[config.mk]
export PLATFORM = sky130hd
export DESIGN_NAME = serial_message_framer_queue_core
export DESIGN_NICKNAME = d
export VERILOG_FILES = /design/src/design/smfq_pkg.sv /design/src/design/smfq_store.sv /design/src/design/smfq_ctrl.sv /design/src/design/serial_message_framer_queue_core.sv
export VERILOG_INCLUDE_DIRS = /design/src /design/src/design
export SDC_FILE = /design/constraint.sdc
export NUM_CORES = 1
export LEC_CHECK = 0
export BUFFER_PORTS_ARGS = -buffer_cell sky130_fd_sc_hd__buf_2
export CAP_MARGIN = 30
export CORE_AREA = 2 2 258 260
export CTS_BUF_LIST = sky130_fd_sc_hd__clkbuf_4
export DETAILED_ROUTE_END_ITERATION = 6
export DIE_AREA = 0 0 260 262
export GPL_TIMING_DRIVEN = 0
export PLACE_DENSITY = 0.81
export SETUP_SLACK_MARGIN = 0.2
export SLEW_MARGIN = 20
export SYNTH_ARGS = -nofsm -noshare
export SYNTH_HDL_FRONTEND = slang
export SYNTH_HIERARCHICAL = 1
export SYNTH_SLANG_ARGS = --single-unit
export TNS_END_PERCENT = 50
[constraint.sdc]
create_clock -name clk -period 4.3 [get_ports clk]
set_input_delay 0.43 -clock clk [delete_from_list [all_inputs] [get_ports clk]]
set_output_delay 0.43 -clock clk [all_outputs]
set_load 0.01 [all_outputs]
[src/design/serial_message_framer_queue_core_defines.svh]
// assertion macros for the serial message framer queue
`ifndef SERIAL_MESSAGE_FRAMER_QUEUE_CORE_DEFINES_SVH
`define SERIAL_MESSAGE_FRAMER_QUEUE_CORE_DEFINES_SVH

// same-cycle implication, sampled on clk, off during reset
`define SMFQ_ASSERT_NOW(label, ante, cons, msg) \
    label: assert property (@(posedge clk) disable iff (!rst_n) (ante) |-> (cons)) \
        else $error(msg);

// next-cycle implication, sampled on clk, off during reset
`define SMFQ_ASSERT_NEXT(label, ante, cons, msg) \
    label: assert property (@(posedge clk) disable iff (!rst_n) (ante) |=> (cons)) \
        else $error(msg);

`endif

[src/design/smfq_pkg.sv]
// shared types and constants for the serial message framer queue
`timescale 1ns / 1ps

package smfq_pkg;

    localparam int CFG_INDEX_W = 1;

    localparam logic [CFG_INDEX_W-1:0] REG_START_CHAR = 1'b0;
    localparam logic [CFG_INDEX_W-1:0] REG_END_CHAR   = 1'b1;

    localparam logic KIND_BYTE = 1'b0;
    localparam logic KIND_POP  = 1'b1;

    localparam logic [7:0] START_CHAR_RESET = 8'd94;
    localparam logic [7:0] END_CHAR_RESET   = 8'd10;

    typedef struct packed {
        logic       kind;
        logic [7:0] rx_byte;
    } req_item_t;

    typedef struct packed {
        logic [7:0] msg_char;
        logic       last;
        logic       none_ready;
    } rsp_item_t;

    typedef struct packed {
        logic [7:0] start_char;
        logic [7:0] end_char;
    } frame_cfg_t;

endpackage

[src/design/smfq_store.sv]
// message slot store: one write port, one read port with registered data
`timescale 1ns / 1ps

module smfq_store #(
    parameter int ADDR_W = 7
) (
    input  logic              clk,
    input  logic              wr_en,
    input  logic [ADDR_W-1:0] wr_addr,
    input  logic [7:0]        wr_data,
    input  logic              rd_en,
    input  logic [ADDR_W-1:0] rd_addr,
    output logic [7:0]        rd_data
);

    localparam int DEPTH = 2 ** ADDR_W;

    logic [7:0] mem_reg [0:DEPTH-1];
    logic [7:0] rd_data_reg;

    always_ff @(posedge clk)
    begin
        if (wr_en)
        begin
            mem_reg[wr_addr] <= wr_data;
        end
    end

    always_ff @(posedge clk)
    begin
        if (rd_en)
        begin
            rd_data_reg <= mem_reg[rd_addr];
        end
    end

    assign rd_data = rd_data_reg;

endmodule

[src/design/smfq_ctrl.sv]
// framing and pop sequencing around the slot store
`timescale 1ns / 1ps

module smfq_ctrl #(
    parameter int SLOT_COUNT  = 4,
    parameter int SLOT_LENGTH = 32,
    parameter int ADDR_W      = $clog2(SLOT_COUNT) + $clog2(SLOT_LENGTH)
) (
    input  logic                clk,
    input  logic                rst_n,
    input  smfq_pkg::frame_cfg_t cfg,
    input  logic                req_valid,
    output logic                req_stall,
    input  smfq_pkg::req_item_t req,
    output logic                rsp_valid,
    input  logic                rsp_stall,
    output smfq_pkg::rsp_item_t rsp,
    output logic                wr_en,
    output logic [ADDR_W-1:0]   wr_addr,
    output logic [7:0]          wr_data,
    output logic                rd_en,
    output logic [ADDR_W-1:0]   rd_addr,
    input  logic [7:0]          rd_data
);

    import smfq_pkg::*;

    localparam int SLOT_W = $clog2(SLOT_COUNT);
    localparam int IDX_W  = $clog2(SLOT_LENGTH);
    localparam int POS_W  = $clog2(SLOT_LENGTH + 1);

    localparam logic [SLOT_W-1:0] LAST_SLOT = SLOT_W'(SLOT_COUNT - 1);
    localparam logic [IDX_W-1:0]  LAST_IDX  = IDX_W'(SLOT_LENGTH - 1);
    localparam logic [POS_W-1:0]  FULL_POS  = POS_W'(SLOT_LENGTH);

    typedef enum logic {
        ST_IDLE,
        ST_SEND
    } state_t;

    state_t             state_reg, state_next;
    logic               none_reg, none_next;
    logic [IDX_W-1:0]   idx_reg, idx_next;
    logic [SLOT_W-1:0]  wslot_reg, wslot_next;
    logic [POS_W-1:0]   wpos_reg, wpos_next;
    logic [SLOT_W-1:0]  rslot_reg, rslot_next;
    logic               full_reg, full_next;

    logic               req_fire;
    logic               rsp_fire;
    logic               empty;
    logic [SLOT_W-1:0]  wslot_inc;
    logic [SLOT_W-1:0]  rslot_inc;
    logic [POS_W-1:0]   pos_eff;
    logic [IDX_W-1:0]   pos_idx;
    logic [IDX_W-1:0]   idx_inc;
    logic               is_start;
    logic               is_end;
    logic               fin;

    assign req_stall = (state_reg == ST_SEND);
    assign rsp_valid = (state_reg == ST_SEND);
    assign req_fire  = req_valid && !req_stall;
    assign rsp_fire  = rsp_valid && !rsp_stall;

    assign empty     = !full_reg && (wslot_reg == rslot_reg);
    assign wslot_inc = (wslot_reg == LAST_SLOT) ? '0 : wslot_reg + 1'b1;
    assign rslot_inc = (rslot_reg == LAST_SLOT) ? '0 : rslot_reg + 1'b1;
    assign pos_eff   = (wpos_reg >= FULL_POS) ? '0 : wpos_reg;
    assign pos_idx   = pos_eff[IDX_W-1:0];
    assign idx_inc   = idx_reg + 1'b1;
    assign is_start  = (req.rx_byte == cfg.start_char);
    assign is_end    = (req.rx_byte == cfg.end_char);

    // end of the run: empty marker, matched end char past the start, or slot end
    assign fin = none_reg || ((idx_reg != '0) && (rd_data == cfg.end_char))
                 || (idx_reg == LAST_IDX);

    assign rsp.msg_char   = none_reg ? 8'd0 : rd_data;
    assign rsp.last       = fin;
    assign rsp.none_ready = none_reg;

    assign wr_data = req.rx_byte;

    always_comb
    begin
        state_next = state_reg;
        none_next  = none_reg;
        idx_next   = idx_reg;
        wslot_next = wslot_reg;
        wpos_next  = wpos_reg;
        rslot_next = rslot_reg;
        full_next  = full_reg;
        wr_en      = 1'b0;
        wr_addr    = {wslot_reg, pos_idx};
        rd_en      = 1'b0;
        rd_addr    = {rslot_reg, idx_inc};

        case (state_reg)
            ST_IDLE:
            begin
                if (req_fire)
                begin
                    if (req.kind == KIND_BYTE)
                    begin
                        if (!full_reg)
                        begin
                            if (is_start)
                            begin
                                // a start char always opens the slot afresh
                                wr_en     = 1'b1;
                                wr_addr   = {wslot_reg, {IDX_W{1'b0}}};
                                wpos_next = POS_W'(1);
                            end
                            else if (pos_eff == '0)
                            begin
                                wpos_next = '0;
                            end
                            else if (is_end)
                            begin
                                wr_en      = 1'b1;
                                wslot_next = wslot_inc;
                                full_next  = (wslot_inc == rslot_reg);
                                wpos_next  = '0;
                            end
                            else
                            begin
                                wr_en     = 1'b1;
                                wpos_next = pos_eff + 1'b1;
                            end
                        end
                    end
                    else
                    begin
                        state_next = ST_SEND;
                        idx_next   = '0;
                        if (empty)
                        begin
                            none_next = 1'b1;
                        end
                        else
                        begin
                            none_next = 1'b0;
                            rd_en     = 1'b1;
                            rd_addr   = {rslot_reg, {IDX_W{1'b0}}};
                        end
                    end
                end
            end
            ST_SEND:
            begin
                if (rsp_fire)
                begin
                    if (fin)
                    begin
                        state_next = ST_IDLE;
                        if (!none_reg)
                        begin
                            rslot_next = rslot_inc;
                            full_next  = 1'b0;
                        end
                    end
                    else
                    begin
                        rd_en    = 1'b1;
                        idx_next = idx_inc;
                    end
                end
            end
            default:
            begin
                state_next = ST_IDLE;
            end
        endcase
    end

    always_ff @(posedge clk or negedge rst_n)
    begin
        if (!rst_n)
        begin
            state_reg <= ST_IDLE;
            none_reg  <= 1'b0;
            idx_reg   <= '0;
            wslot_reg <= '0;
            wpos_reg  <= '0;
            rslot_reg <= '0;
            full_reg  <= 1'b0;
        end
        else
        begin
            state_reg <= state_next;
            none_reg  <= none_next;
            idx_reg   <= idx_next;
            wslot_reg <= wslot_next;
            wpos_reg  <= wpos_next;
            rslot_reg <= rslot_next;
            full_reg  <= full_next;
        end
    end

endmodule

[src/design/serial_message_framer_queue_core.sv]
// top level of the serial message framer queue
// a received byte is written to the slot store in the cycle it is taken, unless full or outside a frame
// a pop's first result shows in the cycle after the transfer in, then one char per unstalled cycle
// a pop holds the input stalled while it streams its results
// reset clears the slot pointers, the full flag and the start and end chars to caret and newline
// store contents are not cleared; no clearing pass runs after reset
`timescale 1ns / 1ps
`include "serial_message_framer_queue_core_defines.svh"

module serial_message_framer_queue_core #(
    parameter int SLOT_COUNT  = 4,
    parameter int SLOT_LENGTH = 32
) (
    input  logic                          clk,
    input  logic                          rst_n,
    input  logic                          cfg_valid,
    output logic                          cfg_ready,
    input  logic [smfq_pkg::CFG_INDEX_W-1:0] cfg_index,
    input  logic [7:0]                    cfg_data,
    input  logic                          req_valid,
    output logic                          req_stall,
    input  smfq_pkg::req_item_t           req,
    output logic                          rsp_valid,
    input  logic                          rsp_stall,
    output smfq_pkg::rsp_item_t           rsp
);

    import smfq_pkg::*;

    localparam int ADDR_W = $clog2(SLOT_COUNT) + $clog2(SLOT_LENGTH);

    logic [7:0]        start_char_reg;
    logic [7:0]        end_char_reg;
    frame_cfg_t        cfg;
    logic              wr_en;
    logic [ADDR_W-1:0] wr_addr;
    logic [7:0]        wr_data;
    logic              rd_en;
    logic [ADDR_W-1:0] rd_addr;
    logic [7:0]        rd_data;
    logic              pop_fire;
    logic              none_ok;

    assign cfg_ready      = 1'b1;
    assign cfg.start_char = start_char_reg;
    assign cfg.end_char   = end_char_reg;

    always_ff @(posedge clk or negedge rst_n)
    begin
        if (!rst_n)
        begin
            start_char_reg <= START_CHAR_RESET;
            end_char_reg   <= END_CHAR_RESET;
        end
        else if (cfg_valid && cfg_ready)
        begin
            case (cfg_index)
                REG_START_CHAR: start_char_reg <= cfg_data;
                REG_END_CHAR:   end_char_reg   <= cfg_data;
                default:
                begin
                end
            endcase
        end
    end

    smfq_ctrl #(
        .SLOT_COUNT  (SLOT_COUNT),
        .SLOT_LENGTH (SLOT_LENGTH),
        .ADDR_W      (ADDR_W)
    ) u_ctrl (
        .clk       (clk),
        .rst_n     (rst_n),
        .cfg       (cfg),
        .req_valid (req_valid),
        .req_stall (req_stall),
        .req       (req),
        .rsp_valid (rsp_valid),
        .rsp_stall (rsp_stall),
        .rsp       (rsp),
        .wr_en     (wr_en),
        .wr_addr   (wr_addr),
        .wr_data   (wr_data),
        .rd_en     (rd_en),
        .rd_addr   (rd_addr),
        .rd_data   (rd_data)
    );

    smfq_store #(
        .ADDR_W (ADDR_W)
    ) u_store (
        .clk     (clk),
        .wr_en   (wr_en),
        .wr_addr (wr_addr),
        .wr_data (wr_data),
        .rd_en   (rd_en),
        .rd_addr (rd_addr),
        .rd_data (rd_data)
    );

    assign pop_fire = req_valid && !req_stall && (req.kind == KIND_POP);
    assign none_ok  = rsp.last && (rsp.msg_char == 8'd0);

    `SMFQ_ASSERT_NOW(a_no_req_during_rsp, rsp_valid, req_stall, "input taken while a pop streams")
    `SMFQ_ASSERT_NEXT(a_pop_gives_rsp, pop_fire, rsp_valid, "pop transfer not followed by a result")
    `SMFQ_ASSERT_NOW(a_none_is_final, rsp_valid && rsp.none_ready, none_ok, "bad empty marker")
    `SMFQ_ASSERT_NOW(a_no_write_while_reading, rd_en, !wr_en, "store read and write together")

endmodule
==> impl_metrics.csv <==
group,metric,value,unit
synth,syn_avg_cell_area,22.66,µm²
cts,cts-root-buf,"clkbuf_4",
synth,yosysTopAreaCell,"edfxtp_1",
cts,ctsLongestPathBuffers,4,
cts,cts_made_buffers,281,
timing,rsz0062_at_grt,"true",
floorplan,core_region_area,0.06528,mm²
floorplan,die_w,260,µm
synth,synth.yosys.warnings,6,
floorplan,initial_utilization,64.42,%
timing,tns,-10.65,ns
synth,yosys.cell_types.count,52,
critical_path,critPathMaxFanout,10,
critical_path,slowest_delay,0.71,ns
synth,ys_seq_elements,1066,
critical_path,critical_path_arrival,5.14,ns
grt,grt_max_degree,129,
synth,ys_seq_area_share,75.75,%
timing,min_period_over_period,104.0,%
timing,setup_viol,140,
synth,synth-edff-count,1032,
route,vias,22120,
placed_design,hpwl,62920,µm
floorplan,placementRows,94,
grt,grt_antenna_before_repair,3,
route,drt_wl_total,105100,µm
synth,synth-main-ff-cell,"edfxtp_1",
timing,whs,0.1619,ns
synth,syn-num-nets,1886,
pwr,leakagePower,15.31,nW
route,dr.pass1.iters,6,
final_layout,final_area,0.04802,mm²
grt,grt_pass1_vias,22610,
floorplan,die_h,262,µm
synth,ys_async_sr_fraction,3.189,%
critical_path,crit_slowest_cell,"nand3_1",
pwr,p_int,21.04,mW
run_status,violations,"setup timing",
floorplan,io_pins,36,
critical_path,worstPathRequired,4.97,ns
route,via_per_inst,6.786,
run_status,status,"finished, violations left",
pwr,switchingPower,9.949,mW
grt,grt_use_total,31.18,%
critical_path,path_cells,"or3b_1, nand2b_1, clkbuf_1, nor2_1, clkbuf_1, nand3_1, clkbuf_4, nor2_2",
cts,cts_max_level,5,
pwr,swShare,32.10,%
timing,min_period,4.470,ns
final_layout,final_core_util,73.57,%
timing,tightest_slew,1.080,ns
synth,yosys-top-cells-area,"edfxtp_1 74%, mux4_2 18%, dfrtp_1 1.6%",
hold_path,hp-class,"input port to flop",
cts,clkTransAtPathRegs,0.07,ns
timing,hold_viol,0,
final_layout,area_growth,14.21,%
synth,synthCells,1856,
placed_design,dpl_cell_area,0.04348,mm²
pwr,peakVddDrop,0.3385,mV
placed_design,gp_congestion,0.9300,
pwr,powerDensity,645.3,mW/mm²
final_layout,fin_nets,2262,
pwr,p_total,30.99,mW
grt,grt_first_pass_wirelength,148100,µm
floorplan,die_area,0.06812,mm²
cts,cts_tree,"built",
grt,grt_overflow,0,
route,antenna_left,0,
synth,synth_top_cells_by_count,"1,032 x edfxtp_1, 336 x mux4_2, 133 x nor2_1",
critical_path,start_kind,"flop",
final_layout,largest_reg_flops,1024,
synth,synth_top_cell_area_share,73.70,%
pwr,p_seq_share,37.6,%
route,routedWlPerCell,32.25,µm
pwr,pwr-share-comb,36.3,%
critical_path,worstSetupPathType,"flop to flop",
critical_path,crit_top_cell,"clkbuf_1",
timing,slew_headroom,27.76,%
pwr,clkPwrFrac,26.0,%
timing,finClkSkew,0.09574,ns
synth,synth_most_common_cell,"edfxtp_1",
timing,slew_viol_final,0,
critical_path,worst-path-buf-inv,3,
final_layout,layout-drive-gt1-share,42.92,%
route,drt_iter0_drc,3121,
timing,timing.fmax,0.2237,GHz
placed_design,port_buffers,34,
cts,clock_latency,1.11,ns
run,drv_cap,0,
synth,synth_area,0.04205,mm²
cts,cts_num_sinks,1066,
critical_path,cp_top_family,"simple AND/OR/NAND/NOR gates",
critical_path,endpoint_kind,"flop",
route,drcViolationCount,0,
timing,worst_slack,-0.1705,ns
power groups by stage:
stage	Clock, mW	Combinational (mW)	Sequential [mW]
2_1_floorplan	0	6.88	11.8
3_3_place_gp	0	10.2	11.9
3_5_place_dp	0	10.5	11.9
4_1_cts	8.18	10.8	11.7
5_1_grt	8.77	11.4	11.7
6_report	8.07	11.3	11.7
routing by layer:
layer / share of wire, % / global-route usage, %
met1: 33 / 39.15
met2: 49 / 48.88
met3: 13 / 11.62
met4: 5.0 / 14.97
met5: 0.012 / 0
placed cells by master, fill, tap and decap left out, types with 18 or more instances in the layout:
| master | n |
|---|---|
| buf_2 | 47 |
| buf_4 | 26 |
| mux4_2 | 336 |
| edfxtp_1 | 1032 |
| buf_6 | 18 |
| dfrtp_1 | 25 |
| nand2_1 | 29 |
| clkinv_1 | 50 |
| nor2_4 | 38 |
| nor2_2 | 49 |
| xor2_1 | 19 |
| dlygate4sd3_1 | 34 |
| clkbuf_4 | 396 |
| nor2_1 | 47 |
worst paths after layout:
check,slack [ns],to,cells past startpoint,startpoint
max,-0.17,u_store/mem_reg[91][7]$_DFFE_PP_,8,u_ctrl/req_stall$_DFF_PN0_
min,0.16,start_char_reg[2]$_DFFE_PN1P_,3,cfg_data[2]
max reg2reg,-0.17,u_store/mem_reg[91][7]$_DFFE_PP_,8,u_ctrl/req_stall$_DFF_PN0_
min reg2reg,0.53,u_ctrl/wpos_reg[1]$_DFFE_PN0P_,2,u_ctrl/wpos_reg[1]$_DFFE_PN0P_
max in group asynchronous,3.54,u_ctrl/wslot_reg[1]$_DFFE_PN0P_,4,rst_n
min in group asynchronous,0.54,u_ctrl/idx_reg[4]$_DFFE_PN0P_,4,rst_n
layout make-up:
type | instances | area [µm²]
well taps | 864 | 1081
clock buffers | 387 | 2905
repair buffers | 93 | 884.6
diodes | 1 | 2.502
flip-flops and latches | 1066 | 31850
multi-input cells | 678 | 10140
plain buffers | 105 | 883.3
inverters | 7 | 26.28
clock inverters | 59 | 254.0
fillers | 3457 | 17250
what timing repair did:
item	CTS	global route
hold endpoints to repair	111	131
pin swaps	0	1
hold buffers	31	4
endpoints found under the setup margin	628	810
resized for setup	181	99
buffers inserted	0	5
per-stage QoR:
stage	setup slack, ns	cells
finish	-0.1705	3260
global route	-0.09935	3260
CTS	0.01168	3241
detailed placement	-0.9904	2764
global placement	-0.8578	2754
floorplan	0.5752	1856
kinds of logic (layout without fill, tap and decap cells):
| logic type | after synthesis | in the layout | synth area share [%] |
|---|---|---|---|
| flip-flops | 1066 | 1066 | 75.75 |
| multiplexers | 368 | 368 | 18.93 |
| AND/OR/NAND/NOR | 247 | 247 | 2.761 |
| buffers and inverters | 112 | 651 | 1.285 |
| XOR/XNOR | 30 | 30 | 0.6249 |
| AO/OA/AOI/OAI | 25 | 25 | 0.4315 |
| adder cells (fa/ha/maj) | 7 | 7 | 0.2083 |
| other | 1 | 2 | 0.008918 |
worst register-to-register path: cells and delay by family (launching register included):
family	cells	cell delay (ns)
simple gates	5	2.33
buf+inv	3	1.22
flops	1	0.50
No activity file was read; power rests on OpenSTA's default activity.
